<file path="src/rtl/core/cltok_pkg.sv">
// Shared constants, record type and character-class helpers for the source tokenizer.
package cltok_pkg;

  // Position counter width; offsets, lines and columns saturate at all ones
  localparam int POS_W = 24;
  localparam logic [POS_W-1:0] POS_MAX = {POS_W{1'b1}};

  // Token kinds
  localparam logic [2:0] K_IDENT  = 3'd0;
  localparam logic [2:0] K_NUMBER = 3'd1;
  localparam logic [2:0] K_STRING = 3'd2;
  localparam logic [2:0] K_SYMBOL = 3'd3;
  localparam logic [2:0] K_EOF    = 3'd4;

  // Error codes
  localparam logic [1:0] ERR_NONE   = 2'd0;
  localparam logic [1:0] ERR_BLOCK  = 2'd1;
  localparam logic [1:0] ERR_STRING = 2'd2;

  // Characters of interest
  localparam logic [7:0] CH_SLASH  = 8'h2F;
  localparam logic [7:0] CH_STAR   = 8'h2A;
  localparam logic [7:0] CH_DQUOTE = 8'h22;
  localparam logic [7:0] CH_BSLASH = 8'h5C;
  localparam logic [7:0] CH_APOS   = 8'h27;
  localparam logic [7:0] CH_LT     = 8'h3C;
  localparam logic [7:0] CH_EQ     = 8'h3D;
  localparam logic [7:0] CH_BANG   = 8'h21;
  localparam logic [7:0] CH_MINUS  = 8'h2D;
  localparam logic [7:0] CH_GT     = 8'h3E;
  localparam logic [7:0] CH_COLON  = 8'h3A;
  localparam logic [7:0] CH_NL     = 8'h0A;
  localparam logic [7:0] CH_SPACE  = 8'h20;
  localparam logic [7:0] CH_TAB    = 8'h09;
  localparam logic [7:0] CH_CR     = 8'h0D;
  localparam logic [7:0] CH_USCORE = 8'h5F;

  // One token record as queued toward the result channel
  typedef struct packed {
    logic [2:0]       kind;
    logic [POS_W-1:0] span_start;
    logic [POS_W-1:0] span_end;
    logic [POS_W-1:0] line;
    logic [POS_W-1:0] column;
    logic [1:0]       err;
    logic             last;
  } tok_rec_t;

  function automatic logic [POS_W-1:0] sat_inc(input logic [POS_W-1:0] v);
    sat_inc = (v == POS_MAX) ? v : v + 1'b1;
  endfunction

  function automatic logic is_space(input logic [7:0] b);
    is_space = (b == CH_SPACE) || (b >= CH_TAB && b <= CH_CR);
  endfunction

  function automatic logic is_digit(input logic [7:0] b);
    is_digit = (b >= 8'h30) && (b <= 8'h39);
  endfunction

  function automatic logic is_word(input logic [7:0] b);
    is_word = is_digit(b) || (b >= 8'h61 && b <= 8'h7A) || (b >= 8'h41 && b <= 8'h5A) ||
              (b == CH_USCORE);
  endfunction

  function automatic logic may_pair(input logic [7:0] b);
    may_pair = (b == CH_LT) || (b == CH_EQ) || (b == CH_BANG) || (b == CH_MINUS) ||
               (b == CH_COLON);
  endfunction

  function automatic logic pairs_with(input logic [7:0] f, input logic [7:0] s);
    pairs_with = (f == CH_LT && s == CH_EQ) || (f == CH_EQ && s == CH_EQ) ||
                 (f == CH_BANG && s == CH_EQ) || (f == CH_MINUS && s == CH_GT) ||
                 (f == CH_COLON && s == CH_COLON);
  endfunction

  function automatic tok_rec_t mk_rec(input logic [2:0] kind, input logic [POS_W-1:0] s,
                                      input logic [POS_W-1:0] e, input logic [POS_W-1:0] l,
                                      input logic [POS_W-1:0] c, input logic [1:0] err);
    tok_rec_t r;
    r.kind       = kind;
    r.span_start = s;
    r.span_end   = e;
    r.line       = l;
    r.column     = c;
    r.err        = err;
    r.last       = 1'b0;
    mk_rec = r;
  endfunction

endpackage

</file>
<file path="src/rtl/core/cltok_if.sv">
// Valid/ready channel interfaces for source bytes in and token records out.
interface cltok_in_if;
  logic       valid;
  logic       ready;
  logic [7:0] source_byte;
  logic       byte_present;
  logic       end_of_source;

  modport source (output valid, output source_byte, output byte_present,
                  output end_of_source, input ready);
  modport sink   (input valid, input source_byte, input byte_present,
                  input end_of_source, output ready);
endinterface

interface cltok_out_if;
  logic                        valid;
  logic                        ready;
  logic [2:0]                  token_kind;
  logic [cltok_pkg::POS_W-1:0] span_start;
  logic [cltok_pkg::POS_W-1:0] span_end;
  logic [cltok_pkg::POS_W-1:0] token_line;
  logic [cltok_pkg::POS_W-1:0] token_column;
  logic [1:0]                  error_code;
  logic                        last_of_run;

  modport source (output valid, output token_kind, output span_start, output span_end,
                  output token_line, output token_column, output error_code,
                  output last_of_run, input ready);
  modport sink   (input valid, input token_kind, input span_start, input span_end,
                  input token_line, input token_column, input error_code,
                  input last_of_run, output ready);
endinterface

</file>
<file path="src/rtl/core/c_like_source_tokenizer.sv">
// Streaming C-like tokenizer: lexer state machine feeding a four-entry token record queue.
//
//   channel | dir | payload                                          | accepted when
//   --------+-----+--------------------------------------------------+--------------------
//   in_ch   | in  | source_byte, byte_present, end_of_source         | valid && ready
//   out_ch  | out | token_kind, span_start/end, line, column, error, | valid && ready
//           |     | last_of_run                                      |
//
// One source byte is taken per cycle while in_ch.ready is high; the lexer step for a byte
// is a single pass of combinational logic, and its zero to three records are written to the
// queue in that cycle. Records leave one per cycle while out_ch.ready is high, so the rate
// is bounded by the result channel. in_ch.ready is high while the queue holds at most one
// record. rst_n (synchronous) returns the lexer to idle at offset 0, line 1, column 1, and
// empties the queue. A stalled out_ch holds its record steady.
module c_like_source_tokenizer (
  input  logic        clk,
  input  logic        rst_n,
  cltok_in_if.sink    in_ch,
  cltok_out_if.source out_ch
);
  import cltok_pkg::*;

  // Lexer modes
  localparam logic [3:0] M_IDLE       = 4'd0;
  localparam logic [3:0] M_IDENT      = 4'd1;
  localparam logic [3:0] M_NUMBER     = 4'd2;
  localparam logic [3:0] M_STRING     = 4'd3;
  localparam logic [3:0] M_STR_ESC    = 4'd4;
  localparam logic [3:0] M_SLASH      = 4'd5;
  localparam logic [3:0] M_LINE       = 4'd6;
  localparam logic [3:0] M_BLOCK      = 4'd7;
  localparam logic [3:0] M_BLOCK_STAR = 4'd8;
  localparam logic [3:0] M_SYM        = 4'd9;

  localparam int QDEPTH = 4;
  localparam int QAW    = $clog2(QDEPTH);

  // Lexer state
  logic [3:0]       mode_r, mode_nxt;
  logic [7:0]       held_r, held_nxt;
  logic [POS_W-1:0] ts_r, ts_nxt;
  logic [POS_W-1:0] tsl_r, tsl_nxt;
  logic [POS_W-1:0] tsc_r, tsc_nxt;
  logic [POS_W-1:0] bp_r, bp_nxt;
  logic [POS_W-1:0] cl_r, cl_nxt;
  logic [POS_W-1:0] cc_r, cc_nxt;

  // Record queue
  tok_rec_t         q_r [QDEPTH];
  logic [QAW-1:0]   wr_ptr_r, rd_ptr_r;
  logic [QAW:0]     cnt_r;

  tok_rec_t         res [3];
  logic [1:0]       n_res;
  logic             start_new;
  logic [7:0]       b;
  logic             in_fire, out_fire;

  assign b        = in_ch.source_byte;
  assign in_fire  = in_ch.valid && in_ch.ready;
  assign out_fire = out_ch.valid && out_ch.ready;
  assign in_ch.ready = (cnt_r <= (QAW+1)'(1));

  // Lexer step: one byte, then an optional end of source
  always_comb begin
    mode_nxt  = mode_r;
    held_nxt  = held_r;
    ts_nxt    = ts_r;
    tsl_nxt   = tsl_r;
    tsc_nxt   = tsc_r;
    bp_nxt    = bp_r;
    cl_nxt    = cl_r;
    cc_nxt    = cc_r;
    n_res     = 2'd0;
    start_new = 1'b0;
    for (int i = 0; i < 3; i++) res[i] = '0;

    if (in_ch.byte_present) begin
      unique case (mode_r)
        M_IDENT: begin
          if (!is_word(b)) begin
            res[n_res] = mk_rec(K_IDENT, ts_r, bp_r, tsl_r, tsc_r, ERR_NONE);
            n_res = n_res + 2'd1;
            start_new = 1'b1;
          end
        end
        M_NUMBER: begin
          if (!is_word(b) && b != CH_APOS) begin
            res[n_res] = mk_rec(K_NUMBER, ts_r, bp_r, tsl_r, tsc_r, ERR_NONE);
            n_res = n_res + 2'd1;
            start_new = 1'b1;
          end
        end
        M_STRING: begin
          if (b == CH_DQUOTE) begin
            res[n_res] = mk_rec(K_STRING, ts_r, sat_inc(bp_r), tsl_r, tsc_r, ERR_NONE);
            n_res = n_res + 2'd1;
            mode_nxt = M_IDLE;
          end else if (b == CH_BSLASH) begin
            mode_nxt = M_STR_ESC;
          end
        end
        M_STR_ESC: mode_nxt = M_STRING;
        M_SLASH: begin
          if (b == CH_SLASH) begin
            mode_nxt = M_LINE;
          end else if (b == CH_STAR) begin
            mode_nxt = M_BLOCK;
          end else begin
            res[n_res] = mk_rec(K_SYMBOL, ts_r, bp_r, tsl_r, tsc_r, ERR_NONE);
            n_res = n_res + 2'd1;
            start_new = 1'b1;
          end
        end
        M_LINE: begin
          if (b == CH_NL) mode_nxt = M_IDLE;
        end
        M_BLOCK: begin
          if (b == CH_STAR) mode_nxt = M_BLOCK_STAR;
        end
        M_BLOCK_STAR: begin
          if (b == CH_SLASH) mode_nxt = M_IDLE;
          else if (b != CH_STAR) mode_nxt = M_BLOCK;
        end
        M_SYM: begin
          if (pairs_with(held_r, b)) begin
            res[n_res] = mk_rec(K_SYMBOL, ts_r, sat_inc(bp_r), tsl_r, tsc_r, ERR_NONE);
            n_res = n_res + 2'd1;
            mode_nxt = M_IDLE;
          end else begin
            res[n_res] = mk_rec(K_SYMBOL, ts_r, bp_r, tsl_r, tsc_r, ERR_NONE);
            n_res = n_res + 2'd1;
            start_new = 1'b1;
          end
        end
        default: start_new = 1'b1;
      endcase

      // Start of a new token at this byte
      if (start_new) begin
        mode_nxt = M_IDLE;
        if (!is_space(b)) begin
          ts_nxt  = bp_r;
          tsl_nxt = cl_r;
          tsc_nxt = cc_r;
          if (b == CH_SLASH) begin
            mode_nxt = M_SLASH;
          end else if (is_digit(b)) begin
            mode_nxt = M_NUMBER;
          end else if (is_word(b)) begin
            mode_nxt = M_IDENT;
          end else if (b == CH_DQUOTE) begin
            mode_nxt = M_STRING;
          end else if (may_pair(b)) begin
            mode_nxt = M_SYM;
            held_nxt = b;
          end else begin
            res[n_res] = mk_rec(K_SYMBOL, bp_r, sat_inc(bp_r), cl_r, cc_r, ERR_NONE);
            n_res = n_res + 2'd1;
          end
        end
      end

      // Position counters
      if (b == CH_NL) begin
        cl_nxt = sat_inc(cl_r);
        cc_nxt = POS_W'(1);
      end else begin
        cc_nxt = sat_inc(cc_r);
      end
      bp_nxt = sat_inc(bp_r);
    end

    // End of source: flush pending token, then EOF or error record, then reset
    if (in_ch.end_of_source) begin
      unique case (mode_nxt) inside
        M_IDENT: begin
          res[n_res] = mk_rec(K_IDENT, ts_nxt, bp_nxt, tsl_nxt, tsc_nxt, ERR_NONE);
          n_res = n_res + 2'd1;
        end
        M_NUMBER: begin
          res[n_res] = mk_rec(K_NUMBER, ts_nxt, bp_nxt, tsl_nxt, tsc_nxt, ERR_NONE);
          n_res = n_res + 2'd1;
        end
        M_SLASH, M_SYM: begin
          res[n_res] = mk_rec(K_SYMBOL, ts_nxt, bp_nxt, tsl_nxt, tsc_nxt, ERR_NONE);
          n_res = n_res + 2'd1;
        end
        default: ;
      endcase
      if (mode_nxt == M_STRING || mode_nxt == M_STR_ESC) begin
        res[n_res] = mk_rec(K_EOF, ts_nxt, bp_nxt, tsl_nxt, tsc_nxt, ERR_STRING);
      end else if (mode_nxt == M_BLOCK || mode_nxt == M_BLOCK_STAR) begin
        res[n_res] = mk_rec(K_EOF, ts_nxt, bp_nxt, tsl_nxt, tsc_nxt, ERR_BLOCK);
      end else begin
        res[n_res] = mk_rec(K_EOF, bp_nxt, bp_nxt, cl_nxt, cc_nxt, ERR_NONE);
      end
      n_res = n_res + 2'd1;

      mode_nxt = M_IDLE;
      held_nxt = 8'd0;
      ts_nxt   = '0;
      tsl_nxt  = POS_W'(1);
      tsc_nxt  = POS_W'(1);
      bp_nxt   = '0;
      cl_nxt   = POS_W'(1);
      cc_nxt   = POS_W'(1);
    end

    // Mark the final record of this transaction
    if (n_res != 2'd0) res[n_res - 2'd1].last = 1'b1;
  end

  // Lexer state registers
  always_ff @(posedge clk) begin
    if (!rst_n) begin
      mode_r <= M_IDLE;
      held_r <= 8'd0;
      ts_r   <= '0;
      tsl_r  <= POS_W'(1);
      tsc_r  <= POS_W'(1);
      bp_r   <= '0;
      cl_r   <= POS_W'(1);
      cc_r   <= POS_W'(1);
    end else if (in_fire) begin
      mode_r <= mode_nxt;
      held_r <= held_nxt;
      ts_r   <= ts_nxt;
      tsl_r  <= tsl_nxt;
      tsc_r  <= tsc_nxt;
      bp_r   <= bp_nxt;
      cl_r   <= cl_nxt;
      cc_r   <= cc_nxt;
    end
  end

  // Queue storage: up to three records written per transaction
  always_ff @(posedge clk) begin
    if (in_fire) begin
      for (int i = 0; i < 3; i++) begin
        if (2'(i) < n_res) q_r[wr_ptr_r + QAW'(i)] <= res[i];
      end
    end
  end

  // Queue pointers and fill count
  always_ff @(posedge clk) begin
    if (!rst_n) begin
      wr_ptr_r <= '0;
      rd_ptr_r <= '0;
      cnt_r    <= '0;
    end else begin
      if (in_fire) wr_ptr_r <= wr_ptr_r + QAW'(n_res);
      if (out_fire) rd_ptr_r <= rd_ptr_r + QAW'(1);
      cnt_r <= cnt_r + (in_fire ? (QAW+1)'(n_res) : '0) - (out_fire ? (QAW+1)'(1) : '0);
    end
  end

  // Result channel driven from the queue head
  assign out_ch.valid        = (cnt_r != '0);
  assign out_ch.token_kind   = q_r[rd_ptr_r].kind;
  assign out_ch.span_start   = q_r[rd_ptr_r].span_start;
  assign out_ch.span_end     = q_r[rd_ptr_r].span_end;
  assign out_ch.token_line   = q_r[rd_ptr_r].line;
  assign out_ch.token_column = q_r[rd_ptr_r].column;
  assign out_ch.error_code   = q_r[rd_ptr_r].err;
  assign out_ch.last_of_run  = q_r[rd_ptr_r].last;

  // Queue never overfills
  a_no_overflow: assert property (@(posedge clk) disable iff (!rst_n)
    cnt_r <= (QAW+1)'(QDEPTH))
    else $error("token queue overflow");

  // End of source always yields a record and returns the lexer to its reset position
  a_end_emits: assert property (@(posedge clk) disable iff (!rst_n)
    (in_fire && in_ch.end_of_source) |-> (n_res != 2'd0))
    else $error("end of source produced no record");

  a_end_resets: assert property (@(posedge clk) disable iff (!rst_n)
    (in_fire && in_ch.end_of_source) |=>
      (mode_r == M_IDLE && bp_r == '0 && cl_r == POS_W'(1) && cc_r == POS_W'(1)))
    else $error("lexer state not reset after end of source");

  // Empty item leaves the lexer untouched
  a_empty_item: assert property (@(posedge clk) disable iff (!rst_n)
    (in_fire && !in_ch.byte_present && !in_ch.end_of_source) |=>
      ($stable(mode_r) && $stable(bp_r)))
    else $error("empty item changed lexer state");

endmodule

</file>
<file path="src/flat_wrapper.sv">
// flat-port wrapper written by rule: the top's interface ports become plain ports
module c_like_source_tokenizer_flat import cltok_pkg::*;
  (clk, rst_n, in_ch_valid, in_ch_source_byte, in_ch_byte_present, in_ch_end_of_source, in_ch_ready, out_ch_valid, out_ch_token_kind, out_ch_span_start, out_ch_span_end, out_ch_token_line, out_ch_token_column, out_ch_error_code, out_ch_last_of_run, out_ch_ready);
  cltok_in_if in_ch_i ();
  cltok_out_if out_ch_i ();
  input  logic clk;
  input  logic rst_n;
  input wire logic [$bits(in_ch_i.valid)-1:0] in_ch_valid;
  input wire logic [$bits(in_ch_i.source_byte)-1:0] in_ch_source_byte;
  input wire logic [$bits(in_ch_i.byte_present)-1:0] in_ch_byte_present;
  input wire logic [$bits(in_ch_i.end_of_source)-1:0] in_ch_end_of_source;
  output wire logic [$bits(in_ch_i.ready)-1:0] in_ch_ready;
  output wire logic [$bits(out_ch_i.valid)-1:0] out_ch_valid;
  output wire logic [$bits(out_ch_i.token_kind)-1:0] out_ch_token_kind;
  output wire logic [$bits(out_ch_i.span_start)-1:0] out_ch_span_start;
  output wire logic [$bits(out_ch_i.span_end)-1:0] out_ch_span_end;
  output wire logic [$bits(out_ch_i.token_line)-1:0] out_ch_token_line;
  output wire logic [$bits(out_ch_i.token_column)-1:0] out_ch_token_column;
  output wire logic [$bits(out_ch_i.error_code)-1:0] out_ch_error_code;
  output wire logic [$bits(out_ch_i.last_of_run)-1:0] out_ch_last_of_run;
  input wire logic [$bits(out_ch_i.ready)-1:0] out_ch_ready;
  assign in_ch_i.valid = in_ch_valid;
  assign in_ch_i.source_byte = in_ch_source_byte;
  assign in_ch_i.byte_present = in_ch_byte_present;
  assign in_ch_i.end_of_source = in_ch_end_of_source;
  assign in_ch_ready = in_ch_i.ready;
  assign out_ch_valid = out_ch_i.valid;
  assign out_ch_token_kind = out_ch_i.token_kind;
  assign out_ch_span_start = out_ch_i.span_start;
  assign out_ch_span_end = out_ch_i.span_end;
  assign out_ch_token_line = out_ch_i.token_line;
  assign out_ch_token_column = out_ch_i.token_column;
  assign out_ch_error_code = out_ch_i.error_code;
  assign out_ch_last_of_run = out_ch_i.last_of_run;
  assign out_ch_i.ready = out_ch_ready;
  c_like_source_tokenizer u_core (.clk(clk), .rst_n(rst_n), .in_ch(in_ch_i), .out_ch(out_ch_i));
endmodule
</file>
<file path="config.mk">
export PLATFORM = sky130hd
export DESIGN_NAME = c_like_source_tokenizer_flat
export DESIGN_NICKNAME = d
export VERILOG_FILES = /design/src/rtl/core/cltok_pkg.sv /design/src/rtl/core/cltok_if.sv /design/src/rtl/core/c_like_source_tokenizer.sv /design/src/flat_wrapper.sv
export SDC_FILE = /design/constraint.sdc
export NUM_CORES = 2
export LEC_CHECK = 0
export ABC_AREA = 1
export BUFFER_PORTS_ARGS = -buffer_cell sky130_fd_sc_hd__buf_4
export CAP_MARGIN = 0
export CELL_PAD_IN_SITES_DETAIL_PLACEMENT = 0
export CELL_PAD_IN_SITES_GLOBAL_PLACEMENT = 1
export CORE_MARGIN = 4
export CORE_UTILIZATION = 42
export DETAILED_ROUTE_END_ITERATION = 8
export PLACE_DENSITY = 0.86
export SLEW_MARGIN = 15
export SYNTH_ARGS = -nofsm -noshare
export SYNTH_HDL_FRONTEND = slang
export SYNTH_SLANG_ARGS = --single-unit
</file>
<file path="constraint.sdc">
create_clock -name clk -period 10 [get_ports clk]
set_clock_uncertainty 0.2 [all_clocks]
set_input_delay 2 -clock clk [delete_from_list [all_inputs] [get_ports clk]]
set_output_delay 2 -clock clk [all_outputs]
set_load 0.05 [all_outputs]
</file>
==> flow_metrics.py <==
metrics = {
    "outcome": {
        "status": "complete, no violations",
    },
    "hold_path": {
        "hold_class": "reg -> reg",
    },
    "logic_synthesis": {
        "netlist_instances": 6637,
        "synth_top_area_cell": "edfxtp_1",
        "synth_area_um2": 42700,
        "yosysSeqAreaShare_pct": 36.4,
        "yosys-top-cells-area": "edfxtp_1 29%, nand2_1 20%, nand3_1 12%, dfxtp_1 7.7%, nor2_1 4.8%",
        "synth_top_area_share_pct": 28.7,
        "syn_nets": 6667,
        "synth-edff-count": 408,
        "synth.distinct_cells": 50,
        "synthArstFlopShare_pct": 0,
        "synthFlopType": "edfxtp_1",
        "yosysWarnings": 0,
        "syn_area_per_cell_um2": 6.44,
        "synth-seq-cells": 573,
    },
    "global_route": {
        "grt_overflow": 0,
        "antenna_found_initial": 2,
        "grt_pass1_vias": 43500,
        "grt_max_degree": 128,
        "grt_pass1_wl_um": 264000,
        "grtUsageTotal_pct": 31.3,
    },
    "sta": {
        "hold_ws_ns": 0.253,
        "relSlewSlack_pct": 20.9,
        "period_needed_ns": 8.49,
        "worstMarginPinSlew_ns": 1.19,
        "hold_viol": 0,
        "totalNegativeSetupSlack_ns": 0,
        "rsz0062_at_grt": "false",
        "fin_crit_sh_pct": 84.9,
        "fmax_mhz": 118,
        "setup_violations": 0,
        "drv_slew": 0,
    },
    "place": {
        "gp_congestion": 0.938,
        "io_buffers": 117,
        "place_hpwl_um": 104000,
    },
    "final_layout": {
        "syn_to_final_growth_pct": 9.03,
        "drive_gt1_share_pct": 6.79,
        "final_common_cell": "nand2_1",
        "fin_nets": 6485,
        "layout_common_cells": "2320 x nand2_1, 994 x nand3_1, 538 x nor2_1",
        "final_util_pct": 46.3,
    },
    "pwr": {
        "powerDensity_nw_per_um2": 196,
        "pwr-share-seq_pct": 32.8,
        "p_switching_w": 0.00390,
        "swShare_pct": 42.8,
        "vdd_drop_max_v": 0.000171,
        "leakage_nw": 18.1,
        "pwr-share-clk_pct": 29.2,
        "power.internal_w": 0.00521,
        "comb_power_share_pct": 38.0,
    },
    "cts": {
        "cts.clk_slew.worst_paths_ns": 0.06,
        "cts-root-buf": "clkbuf_16",
        "cts_tree": "yes",
        "cts.hold.buffers_added": 0,
        "numCtsBuffers": 71,
        "clkSinkCount": 573,
        "clockBufferDepth": 3,
        "clkLatencyLatePin_ns": 0.64,
        "post_cts.repair.setup_buffers": 0,
        "post_cts_resized": 0,
        "h-tree-depth": 3,
    },
    "drt": {
        "drtAntennaViolNets": 0,
        "first_pass_iters": 9,
        "wl_per_cell_um": 22.2,
        "drt_iter0_markers": 6287,
        "wirelength_um": 174000,
        "drc": 0,
        "vias_per_cell": 6.00,
        "vias": 47200,
    },
    "floorplan": {
        "die_w_um": 327,
        "pin_count": 118,
        "start_util_pct": 42.5,
        "die-area_um2": 107000,
        "core_area_um2": 101000,
        "row_count": 116,
        "die_h_um": 327,
    },
    "worst_setup_path": {
        "crit_path_end_kind": "flop",
        "cpMostUsedCell": "nand2_1",
        "cp-start-kind": "primary input",
        "crit_fanout": 61,
        "worst_ep_required_time_ns": 10.18,
        "cp.arrival_ns": 8.67,
        "worstSetupPathType": "in -> reg",
        "crit_path_top_delay_cell": "buf_4",
        "cp_slowest_stage_delay_ns": 0.96,
    },
    "flow_run": {
        "cap_viol_max_count": 0,
    },
}
-- cell usage after synthesis, drive strengths merged, types with 19 or more instances --
cell,instances
buf,165
nor3,79
or2,31
dfxtp,165
o31ai,44
xor2,41
nand3,1003
inv,423
nor2,555
o21ai,411
o22ai,135
edfxtp,408
clkbuf,310
a21oi,256
nor4,19
nand2,2350
nand4,163
-- logic make-up after synthesis --
group | Yosys count | share of synthesized area, %
adder cells (fa/ha/maj) | 16 | 0.486
flip-flops | 573 | 36.4
XOR/XNOR | 42 | 0.861
buffers and inverters | 904 | 8.80
AO/OA/AOI/OAI | 881 | 11.3
AND/OR/NAND/NOR | 4221 | 42.2
-- worst max-delay path: cells and delay by family --
| kind | cells | cell delay (ns) |
|---|---|---|
| compound gates | 1 | 0.18 |
| fa+ha+maj | 1 | 0.33 |
| buf+inv | 6 | 1.99 |
| simple gates | 27 | 4.02 |
-- through the flow --
stage	setup WS, ns	instances	area (um^2)	power, W
detailed placement	1.22	7739	44300	0.00644
floorplan	0.825	6637	42700	0.00523
finish	1.51	7867	46600	0.00911
global route	1.10	7866	46600	0.00942
CTS	1.88	7866	46600	0.00908
global placement	1.34	7739	44300	0.00641
-- flip-flops by register name, indices dropped and copies added, names as in the netlist, named ones only --
| signal | cells |
|---|---|
| u_core.bp_r | 24 |
| u_core.cc_r | 24 |
| u_core.cl_r | 24 |
| u_core.cnt_r | 3 |
| u_core.held_r | 8 |
| u_core.mode_r | 4 |
| u_core.q_r | 408 |
| u_core.rd_ptr_r | 2 |
| u_core.ts_r | 24 |
| u_core.tsc_r | 24 |
| u_core.tsl_r | 24 |
| u_core.wr_ptr_r | 2 |
-- worst paths after layout --
kind	startpoint	end	slack, ns	cells past startpoint
worst min-delay path	u_core.held_r[6]	u_core.held_r[6]	0.25	2
worst min register to register	u_core.held_r[6]	u_core.held_r[6]	0.25	2
worst max register to register	u_core.mode_r[0]	u_core.q_r[3][88]	2.83	31
worst max-delay path	in_ch_source_byte[2]	u_core.q_r[3][88]	1.51	35
-- final cells by class --
cell class / instances / area (um^2)
fill: 10200 / 54000
multi-input combinational: 5160 / 23600
sequential: 573 / 15600
clock buffer: 95 / 1960
timing repair buffer: 220 / 1830
tap: 1357 / 1700
inverter: 429 / 1630
clock inverter: 32 / 367
antenna: 1 / 2.50
-- metal layers --
metal	vias to the layer above	wire, um	part of all wire [%]	track usage, %
li1	21800	-	-	-
met1	21800	68300	39	41.0
met2	2997	75200	43	48.2
met3	608	22800	13	8.49
met4	2	8160	4.7	14.4
met5	-	12	0.0069	0
-- power by group through the flow --
| stage | registers [W] | logic (W) | clock network, W |
|---|---|---|---|
| after floorplan | 0.00301 | 0.00222 | 0 |
| after global placement | 0.00303 | 0.00338 | 0 |
| after detailed placement | 0.00303 | 0.00340 | 0 |
| after CTS | 0.00298 | 0.00341 | 0.00268 |
| after global routing | 0.00301 | 0.00363 | 0.00278 |
| final | 0.00299 | 0.00347 | 0.00266 |
No activity file was read; power rests on OpenSTA's default activity.
